**config.mk**
```make
export PLATFORM = sky130hd
export DESIGN_NAME = periodic_task_release_dispatcher_unit
export DESIGN_NICKNAME = d
export VERILOG_FILES = /design/src/rtl/ptrd_pkg.sv /design/src/rtl/periodic_task_release_dispatcher_unit.sv /design/src/rtl/ptrd_csr.sv /design/src/rtl/ptrd_core.sv
export SDC_FILE = /design/constraint.sdc
export NUM_CORES = 1
export LEC_CHECK = 0
export BUFFER_PORTS_ARGS = -buffer_cell sky130_fd_sc_hd__buf_2
export CORE_UTILIZATION = 35
export DETAILED_ROUTE_END_ITERATION = 10
export HOLD_SLACK_MARGIN = 0.06
export SKIP_LAST_GASP = 1
export SYNTH_ARGS = -nofsm -noshare
export SYNTH_HDL_FRONTEND = slang
export SYNTH_SLANG_ARGS = --single-unit
```
**constraint.sdc**
```tcl
create_clock -name clock -period 5.62 [get_ports clock]
set_input_delay 0 -clock clock [delete_from_list [all_inputs] [get_ports clock]]
set_output_delay 0 -clock clock [all_outputs]
set_load 0.01 [all_outputs]
```
**src/rtl/ptrd_pkg.sv**
```systemverilog
// ============================================================================
// ptrd_pkg
// Shared types and constants of the periodic task release dispatcher.
// ============================================================================
`default_nettype none

package ptrd_pkg;

   // task set and counter sizing
   localparam int NUM_REGS   = 5;
   localparam int NUM_TASKS  = 5;
   localparam int COUNT_BITS = 12;
   localparam int IDX_W      = 3;

   // timing register layout: period in the low field, start offset above it
   localparam int FIELD_BITS = 12;
   localparam int TIMING_W   = 2 * FIELD_BITS;

   // configuration port
   localparam int DATA_W    = 32;
   localparam int ADDR_W    = $clog2(4 * NUM_REGS);
   localparam int REG_IDX_W = ADDR_W - 2;

   // stream payload widths
   localparam int REQ_DATA_W  = 8;
   localparam int REQ_USER_W  = 1;
   localparam int RSP_FIELD_W = 7;
   localparam int RSP_DATA_W  = 8;

   // command codes
   localparam logic CMD_TICK   = 1'b0;
   localparam logic CMD_REPORT = 1'b1;

   // reset timing: tick rate over task rates
   localparam int TICK_RATE   = 3000;
   localparam int RATE_FAST   = 1500;
   localparam int RATE_FULL   = 3000;
   localparam int RATE_SLOW   = 600;
   localparam int PERIOD_FAST = TICK_RATE / RATE_FAST;
   localparam int PERIOD_FULL = TICK_RATE / RATE_FULL;
   localparam int PERIOD_SLOW = TICK_RATE / RATE_SLOW;

   localparam logic [NUM_REGS-1:0][TIMING_W-1:0] TIMING_RESET = {
      TIMING_W'((1 << FIELD_BITS) | PERIOD_SLOW),
      TIMING_W'((2 << FIELD_BITS) | PERIOD_FULL),
      TIMING_W'((2 << FIELD_BITS) | PERIOD_FULL),
      TIMING_W'((2 << FIELD_BITS) | PERIOD_FULL),
      TIMING_W'((1 << FIELD_BITS) | PERIOD_FAST)
   };

   typedef logic [NUM_REGS-1:0][TIMING_W-1:0] timing_arr_type;

   // one accepted input item
   typedef struct packed {
      logic cmd;
      logic task_done;
   } item_type;

   // register write toward the core
   typedef struct packed {
      logic                 en;
      logic [REG_IDX_W-1:0] idx;
      logic [TIMING_W-1:0]  value;
   } cfg_wr_type;

   // one result item
   typedef struct packed {
      logic             tick_overrun;
      logic             all_done;
      logic             new_pass;
      logic [IDX_W-1:0] task_index;
      logic             dispatch_valid;
   } result_type;

endpackage

`default_nettype wire

```
**src/rtl/periodic_task_release_dispatcher_unit.sv**
```systemverilog
// ============================================================================
// periodic_task_release_dispatcher_unit
// Tick-driven periodic task release and priority-order dispatch.
// ============================================================================
//
//   port group  direction  transfer content
//   req_*       in         tick or completion report, one per transfer
//   rsp_*       out        one dispatch result per request
//   csr_*       in/out     five per-task timing registers, 4-byte stride
//
// One request per cycle sustained while the result is taken; a stalled result
// holds the request in the input register. An accepted request goes from the
// input register through one pass of the countdown and priority-search logic
// into the result register, from which its result is offered.
// Reset is synchronous; it empties both registers, loads default timing and
// start offsets into the countdowns, and clears the pending mask, cursor and
// deferred tick.
// A stalled result holds; the input register still drains into the result
// register when the result is taken in the same cycle.
// ============================================================================
`default_nettype none

module periodic_task_release_dispatcher_unit (
   input  wire logic                              clock,
   input  wire logic                              reset,
   // req_tdata: [0] task_done
   input  wire logic [ptrd_pkg::REQ_DATA_W-1:0]   req_tdata,
   // req_tuser: [0] cmd
   input  wire logic [ptrd_pkg::REQ_USER_W-1:0]   req_tuser,
   input  wire logic                              req_tvalid,
   output logic                                   req_tready,
   // rsp_tdata: [0] dispatch_valid, [3:1] task_index, [4] new_pass,
   //            [5] all_done, [6] tick_overrun
   output logic      [ptrd_pkg::RSP_DATA_W-1:0]   rsp_tdata,
   output logic                                   rsp_tvalid,
   input  wire logic                              rsp_tready,
   input  wire logic                              csr_psel,
   input  wire logic                              csr_penable,
   input  wire logic                              csr_pwrite,
   input  wire logic [ptrd_pkg::ADDR_W-1:0]       csr_paddr,
   input  wire logic [ptrd_pkg::DATA_W-1:0]       csr_pwdata,
   output logic      [ptrd_pkg::DATA_W-1:0]       csr_prdata,
   output logic                                   csr_pready
);

   ptrd_pkg::item_type          item_ff;
   logic                        in_valid_ff;
   ptrd_pkg::result_type        rsp_ff;
   logic                        out_valid_ff;
   ptrd_pkg::result_type        result;
   ptrd_pkg::timing_arr_type    timing;
   ptrd_pkg::cfg_wr_type        cfg_wr;
   logic                        advance;

   // handshake control
   assign advance    = in_valid_ff && (!out_valid_ff || rsp_tready);
   assign req_tready = !in_valid_ff || advance;

   ptrd_csr u_csr (
      .clock       (clock),
      .reset       (reset),
      .csr_psel    (csr_psel),
      .csr_penable (csr_penable),
      .csr_pwrite  (csr_pwrite),
      .csr_paddr   (csr_paddr),
      .csr_pwdata  (csr_pwdata),
      .csr_prdata  (csr_prdata),
      .csr_pready  (csr_pready),
      .timing      (timing),
      .cfg_wr      (cfg_wr)
   );

   ptrd_core u_core (
      .clock   (clock),
      .reset   (reset),
      .advance (advance),
      .item    (item_ff),
      .timing  (timing),
      .cfg_wr  (cfg_wr),
      .result  (result)
   );

   // input register
   always_ff @(posedge clock) begin
      if (reset) begin
         in_valid_ff <= 1'b0;
      end else if (req_tready) begin
         in_valid_ff <= req_tvalid;
      end
   end

   always_ff @(posedge clock) begin
      if (req_tready && req_tvalid) begin
         item_ff.cmd       <= req_tuser[0];
         item_ff.task_done <= req_tdata[0];
      end
   end

   // result register
   always_ff @(posedge clock) begin
      if (reset) begin
         out_valid_ff <= 1'b0;
      end else if (advance) begin
         out_valid_ff <= 1'b1;
      end else if (rsp_tready) begin
         out_valid_ff <= 1'b0;
      end
   end

   always_ff @(posedge clock) begin
      if (advance) begin
         rsp_ff <= result;
      end
   end

   assign rsp_tvalid = out_valid_ff;
   assign rsp_tdata  = ptrd_pkg::RSP_DATA_W'(rsp_ff);

endmodule

`default_nettype wire

```
**src/rtl/ptrd_csr.sv**
```systemverilog
// ============================================================================
// ptrd_csr
// Timing registers behind the APB-style configuration port.
// ============================================================================
`default_nettype none

module ptrd_csr (
   input  wire logic                           clock,
   input  wire logic                           reset,
   input  wire logic                           csr_psel,
   input  wire logic                           csr_penable,
   input  wire logic                           csr_pwrite,
   input  wire logic [ptrd_pkg::ADDR_W-1:0]    csr_paddr,
   input  wire logic [ptrd_pkg::DATA_W-1:0]    csr_pwdata,
   output logic      [ptrd_pkg::DATA_W-1:0]    csr_prdata,
   output logic                                csr_pready,
   output ptrd_pkg::timing_arr_type            timing,
   output ptrd_pkg::cfg_wr_type                cfg_wr
);

   ptrd_pkg::timing_arr_type              timing_ff;
   ptrd_pkg::timing_arr_type              timing_in;
   logic [ptrd_pkg::REG_IDX_W-1:0]        reg_idx;
   logic                                  idx_ok;
   logic                                  wr_fire;

   assign csr_pready = 1'b1;
   assign reg_idx    = csr_paddr[ptrd_pkg::ADDR_W-1:2];
   assign idx_ok     = (int'(reg_idx) < ptrd_pkg::NUM_REGS);
   assign wr_fire    = csr_psel && csr_penable && csr_pwrite && idx_ok;

   // register write
   always_comb begin
      timing_in = timing_ff;
      if (wr_fire) begin
         timing_in[reg_idx] = csr_pwdata[ptrd_pkg::TIMING_W-1:0];
      end
   end

   always_ff @(posedge clock) begin
      if (reset) begin
         timing_ff <= ptrd_pkg::TIMING_RESET;
      end else begin
         timing_ff <= timing_in;
      end
   end

   // read back
   always_comb begin
      csr_prdata = '0;
      if (idx_ok) begin
         csr_prdata = ptrd_pkg::DATA_W'(timing_ff[reg_idx]);
      end
   end

   assign timing       = timing_ff;
   assign cfg_wr.en    = wr_fire;
   assign cfg_wr.idx   = reg_idx;
   assign cfg_wr.value = csr_pwdata[ptrd_pkg::TIMING_W-1:0];

endmodule

`default_nettype wire

```
**src/rtl/ptrd_core.sv**
```systemverilog
// ============================================================================
// ptrd_core
// Countdowns, pending mask, cursor and deferred tick; computes one result.
// ============================================================================
`default_nettype none

module ptrd_core (
   input  wire logic                     clock,
   input  wire logic                     reset,
   input  wire logic                     advance,
   input  ptrd_pkg::item_type            item,
   input  ptrd_pkg::timing_arr_type      timing,
   input  ptrd_pkg::cfg_wr_type          cfg_wr,
   output ptrd_pkg::result_type          result
);

   typedef struct packed {
      logic                       found;
      logic [ptrd_pkg::IDX_W-1:0] idx;
   } search_type;

   typedef logic [ptrd_pkg::NUM_TASKS-1:0][ptrd_pkg::COUNT_BITS-1:0] cnt_arr_type;

   // field with zero read as one, taken modulo the counter width
   function automatic logic [ptrd_pkg::COUNT_BITS-1:0] field_of(
      input logic [ptrd_pkg::FIELD_BITS-1:0] f
   );
      logic [ptrd_pkg::COUNT_BITS-1:0] v;
      v = ptrd_pkg::COUNT_BITS'(f);
      if (v == '0) begin
         v = ptrd_pkg::COUNT_BITS'(1);
      end
      return v;
   endfunction

   function automatic logic [ptrd_pkg::COUNT_BITS-1:0] period_of(
      input logic [ptrd_pkg::TIMING_W-1:0] t
   );
      return field_of(t[ptrd_pkg::FIELD_BITS-1:0]);
   endfunction

   function automatic logic [ptrd_pkg::COUNT_BITS-1:0] offset_of(
      input logic [ptrd_pkg::TIMING_W-1:0] t
   );
      return field_of(t[ptrd_pkg::TIMING_W-1:ptrd_pkg::FIELD_BITS]);
   endfunction

   // lowest set bit at or above start
   function automatic search_type lowest_from(
      input logic [ptrd_pkg::NUM_TASKS-1:0] mask,
      input logic [ptrd_pkg::IDX_W:0]       start
   );
      search_type r;
      r = '0;
      for (int i = ptrd_pkg::NUM_TASKS - 1; i >= 0; i--) begin
         if (mask[i] && ((ptrd_pkg::IDX_W + 1)'(i) >= start)) begin
            r.found = 1'b1;
            r.idx   = ptrd_pkg::IDX_W'(i);
         end
      end
      return r;
   endfunction

   cnt_arr_type                         countdown_ff;
   cnt_arr_type                         countdown_in;
   logic [ptrd_pkg::NUM_TASKS-1:0]      pending_ff;
   logic [ptrd_pkg::NUM_TASKS-1:0]      pending_in;
   logic [ptrd_pkg::IDX_W-1:0]          cursor_ff;
   logic [ptrd_pkg::IDX_W-1:0]          cursor_in;
   logic                                deferred_ff;
   logic                                deferred_in;

   cnt_arr_type                         tk_cnt;
   logic [ptrd_pkg::NUM_TASKS-1:0]      tk_rel;

   // tick applied to every countdown in parallel
   always_comb begin
      logic [ptrd_pkg::COUNT_BITS-1:0] dec;
      for (int i = 0; i < ptrd_pkg::NUM_TASKS; i++) begin
         dec = countdown_ff[i] - 1'b1;
         if (dec == '0) begin
            tk_cnt[i] = period_of(timing[i]);
            tk_rel[i] = 1'b1;
         end else begin
            tk_cnt[i] = dec;
            tk_rel[i] = 1'b0;
         end
      end
   end

   // next state and result for the item at the input register
   always_comb begin
      logic [ptrd_pkg::NUM_TASKS-1:0] pend_r;
      logic [ptrd_pkg::NUM_TASKS-1:0] pend_f;
      search_type                     s1;
      search_type                     s2;
      logic [ptrd_pkg::IDX_W:0]       nxt_start;
      logic                           apply_def;

      countdown_in = countdown_ff;
      pending_in   = pending_ff;
      cursor_in    = cursor_ff;
      deferred_in  = deferred_ff;
      result       = '0;
      pend_r       = pending_ff;
      pend_f       = pending_ff;
      nxt_start    = {1'b0, cursor_ff} + 1'b1;
      apply_def    = 1'b0;

      // retire the cursor's task on a finished report
      if (item.task_done && (int'(cursor_ff) < ptrd_pkg::NUM_TASKS)) begin
         for (int i = 0; i < ptrd_pkg::NUM_TASKS; i++) begin
            if (cursor_ff == ptrd_pkg::IDX_W'(i)) begin
               pend_r[i] = 1'b0;
            end
         end
      end
      s1 = lowest_from(pend_r, nxt_start);
      s2 = lowest_from(tk_rel, '0);

      if (item.cmd == ptrd_pkg::CMD_TICK) begin
         if (pending_ff != '0) begin
            // defer; further ticks collapse and flag
            result.tick_overrun = deferred_ff;
            deferred_in         = 1'b1;
         end else begin
            countdown_in = tk_cnt;
            pend_f       = tk_rel;
            if (s2.found) begin
               cursor_in             = s2.idx;
               result.dispatch_valid = 1'b1;
               result.new_pass       = 1'b1;
               result.task_index     = s2.idx;
            end
         end
      end else if (pending_ff != '0) begin
         pend_f = pend_r;
         if (s1.found) begin
            cursor_in             = s1.idx;
            result.dispatch_valid = 1'b1;
            result.task_index     = s1.idx;
         end else begin
            // end of pass: wrap, applying a deferred tick once all retired
            apply_def = (pend_r == '0) && deferred_ff;
            if (apply_def) begin
               deferred_in  = 1'b0;
               countdown_in = tk_cnt;
               pend_f       = tk_rel;
               if (s2.found) begin
                  cursor_in             = s2.idx;
                  result.dispatch_valid = 1'b1;
                  result.new_pass       = 1'b1;
                  result.task_index     = s2.idx;
               end
            end else begin
               s2 = lowest_from(pend_r, '0);
               if (s2.found) begin
                  cursor_in             = s2.idx;
                  result.dispatch_valid = 1'b1;
                  result.new_pass       = 1'b1;
                  result.task_index     = s2.idx;
               end
            end
         end
      end

      pending_in      = pend_f;
      result.all_done = (pend_f == '0);

      // register write reloads that task's countdown
      if (cfg_wr.en) begin
         for (int i = 0; i < ptrd_pkg::NUM_TASKS; i++) begin
            if (cfg_wr.idx == ptrd_pkg::REG_IDX_W'(i)) begin
               countdown_in[i] = offset_of(cfg_wr.value);
            end
         end
      end
   end

   // state registers; items update state only when they move on
   always_ff @(posedge clock) begin
      if (reset) begin
         for (int i = 0; i < ptrd_pkg::NUM_TASKS; i++) begin
            countdown_ff[i] <= offset_of(ptrd_pkg::TIMING_RESET[i]);
         end
         pending_ff  <= '0;
         cursor_ff   <= '0;
         deferred_ff <= 1'b0;
      end else if (advance) begin
         countdown_ff <= countdown_in;
         pending_ff   <= pending_in;
         cursor_ff    <= cursor_in;
         deferred_ff  <= deferred_in;
      end else if (cfg_wr.en) begin
         // no item moving: only the addressed countdown reloads
         for (int i = 0; i < ptrd_pkg::NUM_TASKS; i++) begin
            if (cfg_wr.idx == ptrd_pkg::REG_IDX_W'(i)) begin
               countdown_ff[i] <= offset_of(cfg_wr.value);
            end
         end
      end
   end

endmodule

`default_nettype wire
```
# Yosys cells after proc, flatten, opt, wreduce, memory -nomap -nowiden
# Index checks and enable logic that the tools add are counted.
# Widths: inputs -> output; s select.
# totals
input_bits	53
out_inout_bits	43
register_bits	200
elab_cells	191
# op_classes
bitwise_logic	1
eq_ne	13
magnitude_cmp	9
addsub	6
mux	92
reduce_logical	48
# op_table
op	count
$mux 60	8
$mux 12	21
$logic_not 12->1	11
$bwmux 120	1
$mux 4	20
$bmux 24 s3	1
$demux 24 s3	1
$mux 24	3
$mux 5	12
$sub 12x1->12 const B	5
$mux 3	7
$mux 1	18
$reduce_bool 2->1	7
$logic_and 1x1->1	13
$eq 3x2->1 const B	4
$logic_not 5->1	2
$reduce_and 2->1	5
$ge 1x4->1 const A	2
$ge 2x4->1 const A	2
$reduce_and 4->1	2
$eq 3x1->1 const B	2
$eq 3x3->1 const B	2
$logic_not 3->1	2
$lt 3x3->1 const B	2
other kinds (12)	16

# Depth between registers and ports, before layout
# Gate-level depths: netlist of the first run.
# depth
word_depth	17
depth_mapped	12
mapped_depth_nobuf	10

# Modules after synthesis
# Synthesis of the first run repeated with hierarchy kept, for this count alone.
# unflattened
hier_cells	1450
hier_area_um2	12394.4
# by_module_without_submodules
module	seq_area_each_um2	cells_each	area_each_um2	instances
ptrd_core	1381.3	869	6179.7	1
ptrd_csr	2402.3	560	5829.3	1
periodic_task_release_dispatcher_unit	310.3	21	385.4	1

# Worst setup path before layout of the first run
# No wires, ideal clock.
# synth_timing
path_kind	register to register
from	register u_core.countdown_ff[48] (netlist name)
to	register u_core.countdown_ff[48] (netlist name)
n_path_buf	1
period_less_slack_ns	3.169
path_slack_ns	2.451
stages_incl_launch_ff	12
setup_time_ns	0.058
arrival_ns	3.112
path_cell_list	dfxtp_1 -> inv_1 -> ha_1 -> or3_4 -> or4b_1 -> o311a_1 -> or4_4 -> or2_0 -> buf_2 -> or3_1 -> a31oi_1 -> a211o_1
# synth_between
elab_chain_cells	10
word_cells_on_any_way	11
cone_classes	1 x add/sub; 9 x mux; 1 x reduce/logical
# synth_rtl
element	line_no	text
from (decl)	ptrd_core.sv:64	cnt_arr_type countdown_ff;
from (signal, indexed assignment)	ptrd_core.sv:184	countdown_ff[i] <= offset_of(ptrd_pkg::TIMING_RESET[i]);
from (signal assigned)	ptrd_core.sv:190	countdown_ff <= countdown_in;
from (signal, indexed assignment)	ptrd_core.sv:198	countdown_ff[i] <= offset_of(cfg_wr.value);
$sub 12x1->12	ptrd_core.sv:80	dec = countdown_ff[i] - 1'b1;
$logic_not 12->1	ptrd_core.sv:81	if (dec == '0) begin
$mux 12	ptrd_core.sv:81	
$mux 60	ptrd_core.sv:145	if (apply_def) begin
$mux 60	ptrd_core.sv:138	if (s1.found) begin
$mux 60	ptrd_core.sv:136	end else if (pending_ff != '0) begin
$mux 60 *	ptrd_core.sv:121	if (item.cmd == ptrd_pkg::CMD_TICK) begin
$mux 12	ptrd_core.sv:173	if (cfg_wr.idx == ptrd_pkg::REG_IDX_W'(i)) begin
$mux 60 *	ptrd_core.sv:171	if (cfg_wr.en) begin
$mux 60 *	ptrd_core.sv:189	end else if (advance) begin
# Every way passes the cells marked *; elsewhere a longest branch is shown, timed or not.
# A chain may end at the register's enable or synchronous reset.

# Worst setup path in the final report of the first run
# layout_timing
from	register u_core.cursor_ff[1] (netlist name)
to	register u_core.countdown_ff[12] (netlist name)
# layout_between
elab_chain_cells	15
word_cells_on_any_way	38
cone_classes	1 x add/sub; 6 x order compare; 4 x eq/ne; 18 x mux; 9 x reduce/logical
# layout_rtl
element	line_no	text
from (decl)	ptrd_core.sv:68	logic [ptrd_pkg::IDX_W-1:0] cursor_ff;
from (signal assigned)	ptrd_core.sv:192	cursor_ff <= cursor_in;
branches (longest 9 deep; another with $add 3x1->4)	n/a	
$mux 60 *	ptrd_core.sv:138	
$mux 60 *	ptrd_core.sv:136	
$mux 60 *	ptrd_core.sv:121	
$mux 12	ptrd_core.sv:173	
$mux 60 *	ptrd_core.sv:171	
$mux 60 *	ptrd_core.sv:189	
# Every way passes the cells marked *.

==> impl_metrics.ini, run 1 <==
[logic_synthesis]
synthXorXnorAreaFrac_pct = 0.634
synth_edf_count = 9
synth_seq_cells = 200
synth_area_leaders = dfxtp_1 (35%), nand2_1 (11%), a21oi_1 (9.4%), mux4_2 (4.9%), o21ai_0 (3.9%)
syn_area_um2 = 11000
syn_area_per_cell_um2 = 7.51
synth-simple-area-share_pct = 24.9
syn-instance-count = 1471
synth_top_area_cell = dfxtp_1
yosysMostFrequentCell = nand2_1
synth-seq-area-share_pct = 37.1
synth_compound_area_share_pct = 23.8
synth_fa_ha_area_share_pct = 1.70
yosysUniqueCellTypes = 73
muxShareOfSynthArea_pct = 4.98
synthArstFlopShare_pct = 0
ys.flop_type = dfxtp_1
synth.top_cell.area_share_pct = 34.6
yosys_warnings = 0
synth.top_cells.by_count = nand2_1 (313), a21oi_1 (208), dfxtp_1 (191)
synth_top_family_by_area = simple AND/OR/NAND/NOR gates

[floorplan]
ioPinCount = 96
row_count = 64
initial_utilization_pct = 35.8
core-area_um2 = 30800
die_h_um = 180
die-area_um2 = 32300
die_x_um = 180

[power_and_ir_drop]
p_switching_uw = 996
p_comb_share_pct = 14.6
ir_drop_mv = 0.190
power_density_nw_per_um2 = 259
p_sw_share_pct = 30.8
intPower_mw = 2.24
p_leak_nw = 4.26
seq_power_share_pct = 46.2
clock_power_share_pct = 39.2

[timing]
clock_skew_ns = 0.0150
relSlewSlack_pct = 33.0
finalMaxSlewViolations = 0
hold_viol = 0
tightest_slew_ns = 1.01
tns_ns = 0
finalCritPeriodShare_pct = 68.4
rsz0062_at_grt = false
finalCriticalPeriod_ns = 3.84
setup_violations = 0
fmaxAchievable_ghz = 0.260

[setup_path]
crit_type = reg -> reg
r2r_cells = 10
slowest_stage = a41o_2
end_kind = flip-flop
start_kind = flip-flop
cp_data_required_time_ns = 5.97
max_stage_delay_ns = 0.59
cp_max_fo = 31
arrival_ns = 4.20
worstPathCellList = ha_1 -> ha_1 -> a21boi_0 -> a2111oi_0 -> a41o_2 -> nand2_2 -> buf_4 -> nor3b_1 -> a211oi_1 -> a211oi_1

[drt]
vias_per_cell = 5.90
num_vias = 11300
drc_errors = 5
drt_first_iter_violations = 1275
first_pass_iters = 10
routedWlPerCell_um = 20.4
drt-total-wl_mm = 39.0
drtAntennaViolNets = 0

[placement]
place.gp.congestion = 0.901
place_hpwl_mm = 27.1
placed_cell_area_um2 = 11600
port_buffers = 68

[clock_tree]
postCtsSetupBuffers = 0
root_buffer = clkbuf_16
cts.clk_slew.worst_paths_ns = 0.08
clk-insertion-delay-late_ns = 0.44
cts_inserted_buffers = 17
clockBufferDepth = 2
cts_sinks = 200
cts_tree = yes
htree_levels = 4

[global_route]
grt_overflow = 0
grt_first_pass_wirelength_mm = 60.9
use_met2_pct = 36.6
grtUsageMet1_pct = 34.2
antenna_found_initial = 0
use_met3_pct = 2.94
first_global_vias = 10300
grt_usage_pct = 24.1
grt_start_max_net_pins = 91
grt-busiest-layer = met2

[worst_hold_path]
min_path_type = in -> reg
hold_depth = 2

[status]
outcome = finished, violations left
violations = design-rule violations

[finish]
finalNetCount = 1567
antenna_cells = 0
area_delta_synth_final_pct = 12.9
drive_gt1_share_pct = 11.0
finalInstanceArea_um2 = 12500

[run]
max_cap_violations = 0
==> worst max-delay path: cells and delay by family, from the launching register on <==
kind	cells	cell delay [ns]
compound gates	5	1.57
buf+inv	1	0.40
simple gates	2	0.73
fa+ha+maj	2	0.49
flops	1	0.54
==> final cells by class <==
| type | count | area (um2) |
|---|---|---|
| Clock inverter | 14 | 169 |
| Multi-Input combinational cell | 1109 | 6270 |
| Timing Repair Buffer | 119 | 807 |
| Sequential cell | 200 | 4090 |
| Clock buffer | 18 | 439 |
| Fill cell | 3158 | 18400 |
| Inverter | 52 | 195 |
| Tap cell | 396 | 495 |
==> what timing repair did <==
item                      CTS  global route
hold buffers               31             0
hold endpoints to repair  162             0
resized for setup           0             0
==> power groups by stage <==
stage | sequential (mW) | clock, mW | combinational, mW
global placement | 1.53 | 0 | 0.443
floorplan | 1.51 | 0 | 0.325
finish | 1.50 | 1.27 | 0.471
CTS | 1.49 | 1.28 | 0.463
detailed placement | 1.53 | 0 | 0.444
global route | 1.50 | 1.34 | 0.516
==> registers in the layout, summed over array words and instances, names as in the netlist <==
register and cells:
in_valid_ff 1, item_ff 2, rsp_tdata 7, rsp_tvalid 1, u_core.countdown_ff 60, u_core.cursor_ff 3, u_core.deferred_ff 1, u_core.pending_ff 5
u_csr.timing 120
==> metal layers <==
metal	routed length, um	up-vias
li1	-	5266
met3	2800	76
met5	0	-
met4	1600	0
met2	17000	495
met1	17600	5417
==> stage by stage <==
| stage | power (mW) | hold WS [ns] | cells | setup WS (ns) | utilization (%) |
|---|---|---|---|---|---|
| final | 3.23 | 0.267 | 1908 | 1.78 | 40.5 |
| after floorplan | 1.84 | 0.0989 | 1479 | 2.45 | - |
| after detailed placement | 1.97 | 0.179 | 1845 | 1.82 | 37.5 |
| after global routing | 3.36 | 0.267 | 1908 | 1.34 | 40.5 |
| after global placement | 1.97 | 0.181 | 1845 | 1.84 | 37.5 |
| after CTS | 3.23 | 0.263 | 1908 | 1.80 | 40.5 |
==> layout by cell type (no fill, tap or decap), types with 7 or more instances in the layout <==
cell | Yosys | final
a211oi_1 | 21 | 20
a21boi_0 | 13 | 13
a21oi_1 | 208 | 208
a22oi_1 | 7 | 7
a31oi_1 | 18 | 18
and2_1 | 7 | 7
buf_2 | 2 | 67
buf_4 | 13 | 20
clkbuf_16 | 0 | 17
conb_1 | 2 | 10
dfxtp_1 | 191 | 191
dlygate4sd3_1 | 0 | 31
edfxtp_1 | 9 | 9
ha_1 | 15 | 15
inv_1 | 52 | 52
mux4_2 | 24 | 24
nand2_1 | 313 | 312
nand2b_1 | 9 | 9
nand3_1 | 39 | 39
nand3b_1 | 7 | 7
nand4_1 | 16 | 16
nor2_1 | 99 | 97
nor3_1 | 37 | 37
nor4_1 | 31 | 29
o211ai_1 | 16 | 16
o21a_1 | 8 | 8
o21ai_0 | 86 | 86
o22ai_1 | 10 | 10
or3_1 | 12 | 12
==> worst paths after layout <==
check / from / endpoint / slack [ns]
setup / recovery: u_core.cursor_ff[1]$_SDFFE_PP0P_ / u_core.countdown_ff[12]$_SDFFE_PP0P_ / 1.78
setup reg to reg: u_core.cursor_ff[1]$_SDFFE_PP0P_ / u_core.countdown_ff[12]$_SDFFE_PP0P_ / 1.78
hold / removal: req_tuser / item_ff[1]$_DFFE_PP_ / 0.27
hold reg to reg: u_csr.timing[84]$_SDFFE_PP0P_ / u_csr.timing[84]$_SDFFE_PP0P_ / 0.46
==> cell families (layout without fill, tap and decap cells) <==
group / count (synthesis) / count (layout)
compound gates: 443 / 443
xor+xnor: 8 / 8
fa+ha+maj: 15 / 15
buf+inv: 170 / 203
flops: 200 / 200
mux: 25 / 25
other cells: 2 / 10
simple gates: 608 / 608
(Power assumes the default switching activity.)
==> run 2: changes to the inputs <==
--- a/config.mk
+++ b/config.mk
@@ -5,6 +5,7 @@
 export SDC_FILE = /design/constraint.sdc
 export NUM_CORES = 1
 export LEC_CHECK = 0
+export ABC_AREA = 1
 export BUFFER_PORTS_ARGS = -buffer_cell sky130_fd_sc_hd__buf_2
 export CORE_UTILIZATION = 35
 export DETAILED_ROUTE_END_ITERATION = 10
==> constraint.sdc (replaced) <==
create_clock -name clock -period 3.6 [get_ports clock]
set_input_delay 0 -clock clock [delete_from_list [all_inputs] [get_ports clock]]
set_output_delay 0 -clock clock [all_outputs]
set_load 0.01 [all_outputs]
==> run 2 against run 1 <==
The run now ends clean. Core utilization fell by 0.14 points. Wire length rose by 11%. Synthesized area rose by 8.1%. Flip-flop and latch count did not move. Largest power group unchanged. Via count rose by 13%. Sequential power rose by 57%. Die area rose by 8.0%. Clock power rose by 59%. Setup slack got worse by 1.0 ns. Final cell count rose by 23%. First-iteration DRC count fell by 2.4%. Count of clock-buffer cells in the layout rose by 1.
==> impl_metrics.ini, run 2 <==
[logic_synthesis]
synth_fa_ha_area_share_pct = 1.57
synthArstFlopShare_pct = 0
synth_edf_count = 9
synth.top_cells.by_count = nand2_1 (394), inv_1 (225), a21oi_1 (206)
synth_top_family_by_area = simple AND/OR/NAND/NOR gates
yosys_warnings = 0
synth_compound_area_share_pct = 25.0
synth-seq-area-share_pct = 34.3
ys.flop_type = dfxtp_1
yosysUniqueCellTypes = 56
synth_area_leaders = dfxtp_1 (32%), nand2_1 (12%), a21oi_1 (8.6%), o21ai_0 (8.0%), inv_1 (7.1%)
synthXorXnorAreaFrac_pct = 1.43
yosysMostFrequentCell = nand2_1
syn_area_um2 = 11900
synth.top_cell.area_share_pct = 32.0
syn_area_per_cell_um2 = 6.55
syn-instance-count = 1825
synth_top_area_cell = dfxtp_1
synth_seq_cells = 200
synth-simple-area-share_pct = 26.5
muxShareOfSynthArea_pct = 0

[finish]
largest_reg_flops = 120
area_delta_synth_final_pct = 13.1
stdcell_count = 2348
final_common_cell = nand2_1
drive_gt1_share_pct = 10.5
finalInstanceArea_um2 = 13500
most-common-layout-cells = nand2_1 (394), inv_1 (224), a21oi_1 (206)
final_util_pct = 40.3
fillers = 3635
finalNetCount = 1954

[floorplan]
initial_utilization_pct = 35.6
die_x_um = 187
row_count = 67
core-area_um2 = 33500
die-area_um2 = 34900
ioPinCount = 96
die_h_um = 187

[power_and_ir_drop]
p_switching_mw = 1.84
p_comb_share_pct = 20.6
seq_power_share_pct = 42.8
p_sw_share_pct = 33.4
power_density_nw_per_um2 = 408
ir_drop_mv = 0.305
clock_power_share_pct = 36.6
intPower_mw = 3.67
p_leak_nw = 5.63

[global_route]
grt_start_max_net_pins = 59
grt_overflow = 0
grt_first_pass_wirelength_mm = 65.9
grt_usage_pct = 24.4
first_global_vias = 11500
antenna_found_initial = 1

[placement]
placed_cell_area_um2 = 12600
place_hpwl_mm = 31.4
place.gp.congestion = 0.946
port_buffers = 68
dp_cells = 2285

[drt]
drtAntennaViolNets = 0
routedWlPerCell_um = 18.5
vias_per_cell = 5.40
num_vias = 12700
drt-total-wl_mm = 43.4
drc_errors = 0
drt_first_iter_violations = 1245
first_pass_iters = 6

[worst_hold_path]
min_path_type = in -> reg

[clock_tree]
cts_tree = yes
root_buffer = clkbuf_16
postCtsSetupBuffers = 0
postCtsHoldBufs = 30
htree_levels = 4
clk-insertion-delay-late_ns = 0.46
cts.clk_slew.worst_paths_ns = 0.08
cts_sinks = 200
cts_inserted_buffers = 17
cts_resized = 0
clockBufferDepth = 2

[setup_path]
arrival_ns = 3.04
max_stage_delay_ns = 0.49
end_kind = flip-flop
slowest_stage = nor2_2
start_kind = flip-flop
cp_data_required_time_ns = 3.78
worst-path-buf-inv = 1
crit_type = reg -> reg
worstPathCellList = inv_1 -> ha_1 -> xnor2_1 -> nand2_1 -> nor3_2 -> nand3_1 -> nor2_2 -> nor2_2 -> o21ai_1 -> o21ai_0 -> nand2_1 -> o21ai_0
cpLargestDelayFamily = simple AND/OR/NAND/NOR gates
cp_max_fo = 6

[timing]
setup_violations = 0
tns_ns = 0
clock_skew_ns = 0.0159
finalMaxSlewViolations = 0
holdWs_ns = 0.0969
hold_viol = 0
finalCritPeriodShare_pct = 79.4
fmaxAchievable_ghz = 0.350
rsz0062_at_grt = false
relSlewSlack_pct = 39.6
finalCriticalPeriod_ns = 2.86
tightest_slew_ns = 0.903

[status]
outcome = complete, no violations

[run]
max_cap_violations = 0
-- run 2: per-layer routing --
| layer | global-route usage, % | share of wire (%) |
|---|---|---|
| met5 | 0 | 0 |
| met2 | 38.8 | 45 |
| met4 | 9.27 | 3.3 |
| met3 | 4.70 | 8.5 |
| met1 | 32.7 | 43 |
-- run 2: cells by family (layout without fill, tap and decap cells) --
kind of cell / count (synthesis) / in the layout
simple gates: 723 / 723
compound gates: 543 / 543
buf+inv: 328 / 394
flops: 200 / 200
fa+ha+maj: 15 / 15
xor+xnor: 14 / 14
other cells: 2 / 11
-- run 2: worst paths after layout --
kind              slack [ns]                                 start  depth (start not counted)                            end
hold reg to reg         0.45         u_csr.timing[42]$_SDFFE_PP0P_                          2  u_csr.timing[42]$_SDFFE_PP0P_
setup reg to reg        0.74  u_core.countdown_ff[12]$_SDFFE_PP0P_                         12         rsp_tdata[2]$_DFFE_PP_
hold / removal           0.1                        csr_pwdata[19]                          3  u_csr.timing[19]$_SDFFE_PP0P_
setup / recovery        0.74  u_core.countdown_ff[12]$_SDFFE_PP0P_                         12         rsp_tdata[2]$_DFFE_PP_
-- run 2: area by class of cell --
cell class	instances	area, um2	share of cell area [%]
multi-input cells	1305	6540	48.4
flip-flops and latches	200	4090	30.3
inverters	244	918	6.79
repair buffers	118	793	5.87
well taps	448	561	4.15
clock buffers	19	453	3.35
clock inverters	13	153	1.13
diodes	1	2.50	0.0185
-- run 2: worst min-delay path: stages --
cell and delay [ns]:
buf_2 0.18, o21ai_0 0.27, a21oi_1 0.05
-- run 2: through the flow --
stage / total power, mW / worst slack (ns)
global route: 5.75 / 0.545
detailed placement: 3.50 / 0.844
CTS: 5.51 / 0.821
finish: 5.51 / 0.742
floorplan: 3.20 / 1.48
global placement: 3.49 / 0.870
-- run 2: power by group through the flow --
stage	Sequential (mW)	Clock, mW	Combinational (mW)
floorplan	2.40	0	0.803
global placement	2.41	0	1.08
detailed placement	2.41	0	1.09
CTS	2.36	2.03	1.12
global route	2.37	2.12	1.26
finish	2.36	2.02	1.14
==> run 3: changes to the inputs <==
==> constraint.sdc (replaced) <==
create_clock -name clock -period 2.8 [get_ports clock]
set_input_delay 0 -clock clock [delete_from_list [all_inputs] [get_ports clock]]
set_output_delay 0 -clock clock [all_outputs]
set_load 0.01 [all_outputs]
==> run 3 against run 2 <==
Total power up 28%. Combinational power up 32%. Sequential share of layout area shrank 0.20 points. Sequential power rose by 29%. Setup slack worse by 0.60 ns. Core utilization grew 0.28 points. Wire length rose by 0.96%. Via count rose by 0.43%. Largest power group unchanged. Highest routed layer unchanged.
==> impl_metrics.ini, run 3 (synthesis gave the netlist of run 2 again) <==
[status]
outcome = complete, no violations

[power_and_ir_drop]
clock_power_share_pct = 35.9
power_density_nw_per_um2 = 520
p_sw_share_pct = 33.4
p_comb_share_pct = 21.2
intPower_mw = 4.71
p_switching_mw = 2.36
p_leak_nw = 5.68
seq_power_share_pct = 42.9
ir_drop_mv = 0.339
total_power_mw = 7.07

[clock_tree]
cts_tree = yes
clockBufferDepth = 2
postCtsSetupBuffers = 0
cts.clk_slew.worst_paths_ns = 0.08
root_buffer = clkbuf_16
htree_levels = 4
cts_sinks = 200
clk-insertion-delay-late_ns = 0.45
cts_inserted_buffers = 17

[run]
max_cap_violations = 0

[finish]
fillers = 3582
final_common_cell = nand2_1
most-common-layout-cells = nand2_1 (393), inv_1 (224), a21oi_1 (206)
stdcell_count = 2355
final-seq-area_um2 = 4100
final_util_pct = 40.6
multi_input_area_um2 = 6560
finalNetCount = 1963
area_delta_synth_final_pct = 13.9
largest_reg_flops = 120
antenna_cells = 0
finalInstanceArea_um2 = 13600
drive_gt1_share_pct = 11.1

[floorplan]
ioPinCount = 96
initial_utilization_pct = 35.6
die_x_um = 187
die_h_um = 187
row_count = 67
core-area_um2 = 33500
die-area_um2 = 34900

[global_route]
grt_start_max_net_pins = 42
first_global_vias = 11800
antenna_found_initial = 1
use_met2_pct = 40.5
grt_first_pass_wirelength_mm = 67.8
grt_usage_pct = 24.8
grt-busiest-layer = met2
grt_overflow = 0
use_met3_pct = 3.76
grtUsageMet1_pct = 33.7

[placement]
place_hpwl_mm = 32.2
dp_cells = 2295
port_buffers = 68
place.gp.congestion = 0.967
placed_cell_area_um2 = 12700
pre_cts_slack_ns = 0.191

[drt]
num_vias = 12700
drt_first_iter_violations = 1241
routedWlPerCell_um = 18.6
first_pass_iters = 6
drc_errors = 0
drtAntennaViolNets = 0
vias_per_cell = 5.41
drt-total-wl_mm = 43.8

[timing]
tightest_slew_ns = 0.790
finalMaxSlewViolations = 0
finalCriticalPeriod_ns = 2.66
fmaxAchievable_ghz = 0.376
setup_violations = 0
tns_ns = 0
relSlewSlack_pct = 47.1
clock_skew_ns = 0.0125
holdWs_ns = 0.142
hold_viol = 0
finalCritPeriodShare_pct = 94.9
rsz0062_at_grt = true
fin_ws_ns = 0.142

[worst_hold_path]
worstHoldStart = csr_pwdata[19]
worstHoldEndpoint = u_csr.timing[67]$_SDFFE_PP0P_
min_path_type = in -> reg
hold_depth = 3

[setup_path]
r2r-start = u_core.countdown_ff[12]$_SDFFE_PP0P_
r2r_cells = 12
start_kind = flip-flop
cp_data_required_time_ns = 2.97
crit_type = reg -> reg
arrival_ns = 2.83
end_kind = flip-flop
r2r-end = rsp_tdata[2]$_DFFE_PP_
worst-r2r-setup-slack_ns = 0.14
cp_max_fo = 6
## run 3: changes by cell type in the layout (fill, tap and decap cells not counted), sizes merged
| cell | delta |
|---|---|
| clkinvlp | -1 |
| inv | -3 |
| dlygate4sd3 | -1 |
| buf | +10 |
| clkinv | +3 |
| diode | -1 |
## run 3: worst max-delay path by stage
stage,to,start,cells after the start,slack [ns]
floorplan,rsp_tdata[2]$_DFFE_PP_,u_core.countdown_ff[12]$_SDFFE_PP0P_,12,0.68
global placement,u_core.countdown_ff[38]$_SDFFE_PP0P_,u_core.cursor_ff[1]$_SDFFE_PP0P_,14,0.23
detailed placement,rsp_tdata[2]$_DFFE_PP_,u_core.countdown_ff[12]$_SDFFE_PP0P_,12,0.19
CTS,u_core.countdown_ff[5]$_SDFFE_PP0P_,u_core.cursor_ff[0]$_SDFFE_PP0P_,14,0.18
global route,u_core.countdown_ff[5]$_SDFFE_PP0P_,u_core.cursor_ff[1]$_SDFFE_PP0P_,14,-0.01
finish,rsp_tdata[2]$_DFFE_PP_,u_core.countdown_ff[12]$_SDFFE_PP0P_,12,0.14
## run 3: area by class of cell
cell class	instances	share of cell area [%]
multi-input cells	1305	48.2
flip-flops and latches	200	30.1
inverters	244	6.75
repair buffers	127	6.58
well taps	448	4.12
clock buffers	19	3.25
clock inverters	12	1.03
## run 3: timing repair
action / 4_1_cts / 5_1_grt
endpoints found under the setup margin: 0 / 14
hold buffers: 29 / 0
endpoints found under the hold margin: 120 / 0
resized for setup: 0 / 5
## run 3: worst max-delay path: stages, from the launching register on
cell	delay (ns)
dfxtp_1	0.39
inv_1	0.15
ha_1	0.31
xnor2_1	0.23
nand2_1	0.09
nor3_2	0.20
nand3_1	0.11
nor2_2	0.35
nor2_2	0.12
o21ai_1	0.16
o21ai_0	0.10
nand2_1	0.07
o21ai_0	0.11
## run 3: power by group through the flow
stage | Clock, mW | Sequential [mW] | Combinational, mW
finish | 2.54 | 3.04 | 1.50
CTS | 2.56 | 3.03 | 1.47
global route | 2.67 | 3.05 | 1.66
global placement | 0 | 3.10 | 1.42
detailed placement | 0 | 3.10 | 1.43
floorplan | 0 | 3.08 | 1.03
## run 3: per-layer routing
layer | up-vias | part of all wire (%)
li1 | 6188 | -
met1 | 6008 | 44
met2 | 492 | 46
met3 | 57 | 7.4
met4 | 0 | 2.3
met5 | - | 0
